## config.mk

```make
export PLATFORM = sky130hd
export DESIGN_NAME = stdcr_lane
export DESIGN_NICKNAME = d
export VERILOG_FILES = /design/src/stdcr_pkg.sv /design/src/stdcr_lane.sv
export SDC_FILE = /design/constraint.sdc
export NUM_CORES = 1
export LEC_CHECK = 0
export BUFFER_PORTS_ARGS = -buffer_cell sky130_fd_sc_hd__buf_2
export CAP_MARGIN = 30
export CORE_UTILIZATION = 35
export CTS_CLUSTER_DIAMETER = 80
export DETAILED_ROUTE_END_ITERATION = 8
export HOLD_SLACK_MARGIN = 0.15
export PLACE_DENSITY = 0.6
export SLEW_MARGIN = 0
export SYNTH_ARGS = -nofsm -noshare
export SYNTH_HDL_FRONTEND = slang
export SYNTH_SLANG_ARGS = --single-unit
```

## constraint.sdc

```tcl
create_clock -name clock -period 1.65 [get_ports clock]
set_input_delay 0.165 -clock clock [delete_from_list [all_inputs] [get_ports clock]]
set_output_delay 0.165 -clock clock [all_outputs]
set_load 0.05 [all_outputs]
```

## src/stdcr_pkg.sv

```systemverilog
// Package for the software-triggered DMA channel register block.
// Holds the shared types, codes and constants used by stdcr_lane and the top level.
// No dependencies.
`timescale 1ns / 1ps

package stdcr_pkg;

   // Default sizing handed to the top-level parameters
   localparam int DEF_WINDOW_BYTES = 4096;
   localparam int DEF_CHANNELS     = 16;

   // Input item kinds
   localparam logic [1:0] K_READ  = 2'd0;
   localparam logic [1:0] K_WRITE = 2'd1;
   localparam logic [1:0] K_TICK  = 2'd2;

   // Result item kinds
   localparam logic [1:0] RK_ACCESS = 2'd0;
   localparam logic [1:0] RK_BEAT   = 2'd1;
   localparam logic [1:0] RK_IDLE   = 2'd2;

   // Word slots inside one channel block (byte offset bits 4:2)
   localparam logic [2:0] SLOT_STATUS = 3'd0;
   localparam logic [2:0] SLOT_CLEAR  = 3'd1;
   localparam logic [2:0] SLOT_RSVD   = 3'd2;
   localparam logic [2:0] SLOT_CTRL   = 3'd3;
   localparam logic [2:0] SLOT_TCTRL  = 3'd4;
   localparam logic [2:0] SLOT_COUNT  = 3'd5;
   localparam logic [2:0] SLOT_SRC    = 3'd6;
   localparam logic [2:0] SLOT_DST    = 3'd7;

   // Channel map and exact offsets that carry side effects
   localparam logic [15:0] CH_BASE   = 16'h0040;
   localparam logic [5:0]  OFF_CLEAR = 6'h04;
   localparam logic [5:0]  OFF_CTRL  = 6'h0c;

   // Control and status bits
   localparam int          CTRL_EN_BIT   = 0;
   localparam int          CTRL_SWRQ_BIT = 16;
   localparam logic [31:0] CTRL_CLR_MASK = 32'h0001_0001;
   localparam logic [31:0] DONE_FLAGS    = 32'h0000_001E;

   // Byte count and beat counter width
   localparam int COUNT_W = 17;

   // One input item
   typedef struct packed {
      logic [1:0]  kind;
      logic [15:0] byte_addr;
      logic [31:0] write_data;
   } req_type;

   // One result item
   typedef struct packed {
      logic [1:0]  result_kind;
      logic [31:0] read_data;
      logic [31:0] beat_src;
      logic [31:0] beat_dst;
      logic [3:0]  beat_bytes;
      logic        busy_res;
   } rsp_type;

   // Update command from the top level to one channel lane
   typedef struct packed {
      logic        we;        // plain store into the word at slot
      logic        flag_clr;  // status &= ~wdata
      logic        done;      // set completion flags, drop enable and request
      logic [2:0]  slot;
      logic [31:0] wdata;
   } chan_cmd_type;

   // What one lane shows to the top level
   typedef struct packed {
      logic [31:0] rd_word;
      logic [31:0] ctrl;
      logic [31:0] tctrl;
      logic [31:0] count;
      logic [31:0] src;
      logic [31:0] dst;
   } chan_view_type;

endpackage

```

## src/stdcr_lane.sv

```systemverilog
// One DMA channel's register words: status, flag clear, control, transfer control,
// byte count, source and destination. Depends on stdcr_pkg.
`timescale 1ns / 1ps

module stdcr_lane (
   input  logic                    clock,
   input  logic                    reset,
   input  stdcr_pkg::chan_cmd_type cmd,
   output stdcr_pkg::chan_view_type view
);
   import stdcr_pkg::*;

   logic [31:0] status_ff, status_in;
   logic [31:0] clear_ff,  clear_in;
   logic [31:0] ctrl_ff,   ctrl_in;
   logic [31:0] tctrl_ff,  tctrl_in;
   logic [31:0] count_ff,  count_in;
   logic [31:0] src_ff,    src_in;
   logic [31:0] dst_ff,    dst_in;

   // Next values: plain store, then write-one-to-clear, then completion
   always_comb begin
      status_in = status_ff;
      clear_in  = clear_ff;
      ctrl_in   = ctrl_ff;
      tctrl_in  = tctrl_ff;
      count_in  = count_ff;
      src_in    = src_ff;
      dst_in    = dst_ff;
      if (cmd.we) begin
         unique case (cmd.slot)
            SLOT_STATUS: status_in = cmd.wdata;
            SLOT_CLEAR:  clear_in  = cmd.wdata;
            SLOT_CTRL:   ctrl_in   = cmd.wdata;
            SLOT_TCTRL:  tctrl_in  = cmd.wdata;
            SLOT_COUNT:  count_in  = cmd.wdata;
            SLOT_SRC:    src_in    = cmd.wdata;
            SLOT_DST:    dst_in    = cmd.wdata;
            default:     ;
         endcase
      end
      if (cmd.flag_clr) begin
         status_in = status_in & ~cmd.wdata;
      end
      if (cmd.done) begin
         status_in = status_in | DONE_FLAGS;
         ctrl_in   = ctrl_in & ~CTRL_CLR_MASK;
      end
   end

   always_ff @(posedge clock) begin
      if (reset) begin
         status_ff <= '0;
         clear_ff  <= '0;
         ctrl_ff   <= '0;
         tctrl_ff  <= '0;
         count_ff  <= '0;
         src_ff    <= '0;
         dst_ff    <= '0;
      end else begin
         status_ff <= status_in;
         clear_ff  <= clear_in;
         ctrl_ff   <= ctrl_in;
         tctrl_ff  <= tctrl_in;
         count_ff  <= count_in;
         src_ff    <= src_in;
         dst_ff    <= dst_in;
      end
   end

   // Bus read word and the words a trigger snapshots
   always_comb begin
      unique case (cmd.slot)
         SLOT_STATUS: view.rd_word = status_ff;
         SLOT_CLEAR:  view.rd_word = clear_ff;
         SLOT_CTRL:   view.rd_word = ctrl_ff;
         SLOT_TCTRL:  view.rd_word = tctrl_ff;
         SLOT_COUNT:  view.rd_word = count_ff;
         SLOT_SRC:    view.rd_word = src_ff;
         SLOT_DST:    view.rd_word = dst_ff;
         default:     view.rd_word = 32'h0;
      endcase
      view.ctrl  = ctrl_ff;
      view.tctrl = tctrl_ff;
      view.count = count_ff;
      view.src   = src_ff;
      view.dst   = dst_ff;
   end

endmodule

```

[Word-level counts from Yosys, hierarchy flattened]
Cells that the tools add are included.
Widths: inputs -> output; s select.
Operators by class
  equality and inequality tests: 6
  multiplexer cells: 7
  bitwise gates (word level): 2
  reductions and logical operators: 8
Operator list (number)
  $pmux 32 s7: 1
  $mux 32: 5
  $and 32x32->32: 1
  $not 32->32: 1
  $eq 3x3->1 const B: 4
  $reduce_and 2->1: 6
  $mux 5: 1
  $eq 3x1->1 const B: 1
  $eq 3x2->1 const B: 1
  $logic_not 3->1: 1
  $reduce_or 2->1: 1
Word-level totals
  flip-flop bits (word level): 224
  bits of input ports: 40
  logic and storage cells: 31

[Depth between registers and ports, before layout]
  depth after elaboration: 6
  depth in mapped cells: 7
  depth with buffers taken out: 3

[Least setup slack after synthesis]
OpenSTA, ideal clock, no wires.
  path type: flip-flop to output port
  start: register dst_ff[8]
  end: output port view[168] (netlist name)
  data arrival time: 2040 ps
  data required time: 1485 ps
  setup slack: -555 ps
  cell stages (with the launch flop): 4
  buffers on the path: 0
  cells stage by stage: dfxtp_1 mux2_2 a22oi_1 o21ai_0
RTL lines
  from (decl): RTL line stdcr_lane.sv:19  | logic [31:0] dst_ff, dst_in;
  from (signal assigned): RTL line stdcr_lane.sv:67  | dst_ff <= dst_in;
  to (decl): RTL line stdcr_lane.sv:9  | output stdcr_pkg::chan_view_type view

==> metrics <==
status=complete, but fails checks; failing checks=negative setup slack; Die Y=around 170 um; Hold Fails Final Rpt=0; ANT cells=0; maxcap violations=0; fin. max-slew vios=0; post-route cell area=14200 um^2; P&R area growth vs syn=40.7%; layout cells sized above 1=35.3%; Most used DFF post-synth=dfxtp_1; YS warnings=0; synth unique cells=45; GRT Total Usage=about a quarter; DR DRC count=0; Startpoint Class=flip-flop; clock transition at the registers of the reported paths=around 0.060 ns; TritonRoute pass-1 iters=5; flops & latches, synth=approximately 220; Worst EP arrival=1.83 ns; Leakage=5.76 nW; Worst-Margin Slew=0.701 ns; Placed Area=approximately 12000 um^2; worst relative slew slack=53.2%; CP max stage delay=0.33 ns; Routed Antenna Nets=0; fillers=approximately 2700; final setup TNS=-6.17 ns; fin crit share=121%; DR WL/cell=around 20 um; initial antenna violation count=0; Num CTS Buffers=25; Post-Synthesis Cells=1262; top achievable clock speed=roughly 500 MHz; NumNets Final=around 1600; clk root buf=clkbuf_16; R2R setup slack=roughly 0.85 ns; H-tree depth=1; share of synthesized flip-flops with an asynchronous set or reset=0%; R2R Path Start=count_ff[10]; first-pass GRT wire length=roughly 58000 um; Setup-failing EPs final=30; Crit-path slowest cell=dfxtp_2; Layout Utilization=a little over 50%; Final WS setup=-0.349 ns; pin count of the biggest net entering global routing=just under 90; worst endpoint required time=1.48 ns; DP Wirelength=25800 um; RSZ-0062 raised after global routing=true; RD Place Congestion=around 0.82; VDD IR-drop max=0.000805 V; GRT Residual Overflow=0; critical path class=reg -> out; CTS Buffer Depth=3; Final Skew=0 ns; synth top area cells=dfxtp_1 (44%), nand2_1 (15%), a21oi_1 (9.6%); DRT iter0 DRCs=787; # port buffers=231; Crit path max-delay family=compound AO/OA/AOI/OAI gates; FP Rows=61; clock sink total=224; pwr/cell area=993 nW/um^2; die area=just under 30000 um^2; CP endpoint kind=output pin; Initial Util=a little over a third; CTS tree=done; EDFF count, synth=0; Top Ports=232; top post-synthesis cells by count=nand2_1 (409), dfxtp_1 (224), a21oi_1 (194); synthesized area=10100 um^2; Levels on crit path=4; crit path buf inv count=1; crit-path cells=mux2_4 -> a221o_1 -> a22o_1 -> buf_6; mean post-synth cell area=8.01 um^2; syn nets=1302; via/cell ratio=5.31; Clk Latency, worst-skew pair=0.51 ns; Yosys top cell by area=dfxtp_1; Seq/Total Area, Yosys=44.4%; worst hold start=cmd[33]; fin crit period=2.00 ns; most common cell in the netlist=nand2_1; number of global-route vias before repair=slightly below 10000; Hold/Removal Path Class=in -> reg; Core Region=28100 um^2; Total Wirelength=roughly 39000 um; worst reg2reg path endpoint=count_ff[10]; number of cells on the worst reg-to-reg path=4; Hold Path Depth=5; hold endpoint=status_ff[2]; vias=between 10000 and 15000; Die W=between 150 and 200 um; crit-path max FO=2; Yosys top cell area share=about 44%
-- power by group --
group / switching (mW) / internal [mW] / leakage, nW / total [mW]
logic: 1.29 / 0.685 / 3.45 / 1.98
registers: 0.0899 / 5.54 / 1.84 / 5.63
clock network: 2.30 / 4.22 / 0.473 / 6.51
-- routing by layer --
layer,up-vias,wire [um],track usage [%]
met5,-,0,0
met4,0,914,7.85
met3,62,3010,5.13
met2,417,18300,43.5
met1,4919,16400,32.9
li1,4836,-,-
-- cell usage in the layout, fill, tap and decap left out, types with 10 or more instances in the layout --
cell type,netlist,final
mux4_2,13,13
a211oi_1,28,28
dfxtp_1,224,174
nand3b_1,14,14
buf_6,9,31
nor2_1,42,29
a221o_1,10,10
clkbuf_16,0,25
mux2i_1,16,16
nor2_4,0,10
buf_12,0,25
dfxtp_2,0,50
mux2_4,1,17
o211ai_1,12,12
buf_2,76,196
nand2_1,409,407
buf_4,15,100
a21oi_1,194,194
a22o_1,10,10
mux2_2,20,15
a31oi_4,0,10
o21ai_0,32,30
dlygate4sd3_1,0,35
-- sequential cells by signal (all words and copies together), names as in the netlist --
register	cells
src_ff	32
dst_ff	32
status_ff	32
ctrl_ff	32
clear_ff	32
tctrl_ff	32
count_ff	32
-- through the flow --
step	worst slack (ns)	total power, mW	hold slack [ns]	cells
2_1_floorplan	-0.178	6.92	0.244	1262
3_5_place_dp	-0.106	7.51	0.443	1819
6_report	-0.349	14.1	0.376	1926
3_3_place_gp	-0.0790	7.49	0.439	1819
4_1_cts	-0.356	14.2	0.357	1922
5_1_grt	-0.408	14.5	0.397	1926
-- worst max path at each step --
stage               slack [ns]   endpoint         start
finish                   -0.35  view[175]   ctrl_ff[15]
detailed placement       -0.11  view[181]       cmd[33]
floorplan                -0.18  view[168]     dst_ff[8]
global placement         -0.08  view[177]       cmd[33]
global route             -0.41  view[175]   ctrl_ff[15]
CTS                      -0.36  view[176]  clear_ff[16]
-- cells by family (layout without fill, tap and decap cells) --
group                  Yosys count  count (layout)  share of synthesized area, %
multiplexers                    61              61                          8.08
flip-flops                     224             224                          44.4
AO/OA/AOI/OAI                  333             333                          19.6
buffers and inverters          151             437                          7.80
AND/OR/NAND/NOR                493             493                          20.2
-- worst register-to-register path: stages (launching register included) --
cell	delay, ns
dfxtp_2	0.32
buf_4	0.12
buf_4	0.13
nand2_1	0.05
a21oi_1	0.06
-- final cells by class --
class                      instances  area [um^2]  area share [%]
clock buffer                      37          751            5.28
sequential                       224         4550            32.0
inverter                           5         18.8           0.132
timing repair buffer             387         2930            20.6
clock inverter                     8          215            1.51
tap                              378          473            3.33
multi-input combinational        887         5290            37.2
-- repair_timing --
| item | in CTS | in global routing |
|---|---|---|
| endpoints found under the hold margin | 224 | 0 |
| hold buffers | 35 | 0 |
| resized for setup | 146 | 12 |
| endpoints found under the setup margin | 32 | 32 |
| pin swaps | 32 | 23 |
| setup buffers | 23 | 4 |
No activity file was read; power rests on OpenSTA's default activity.
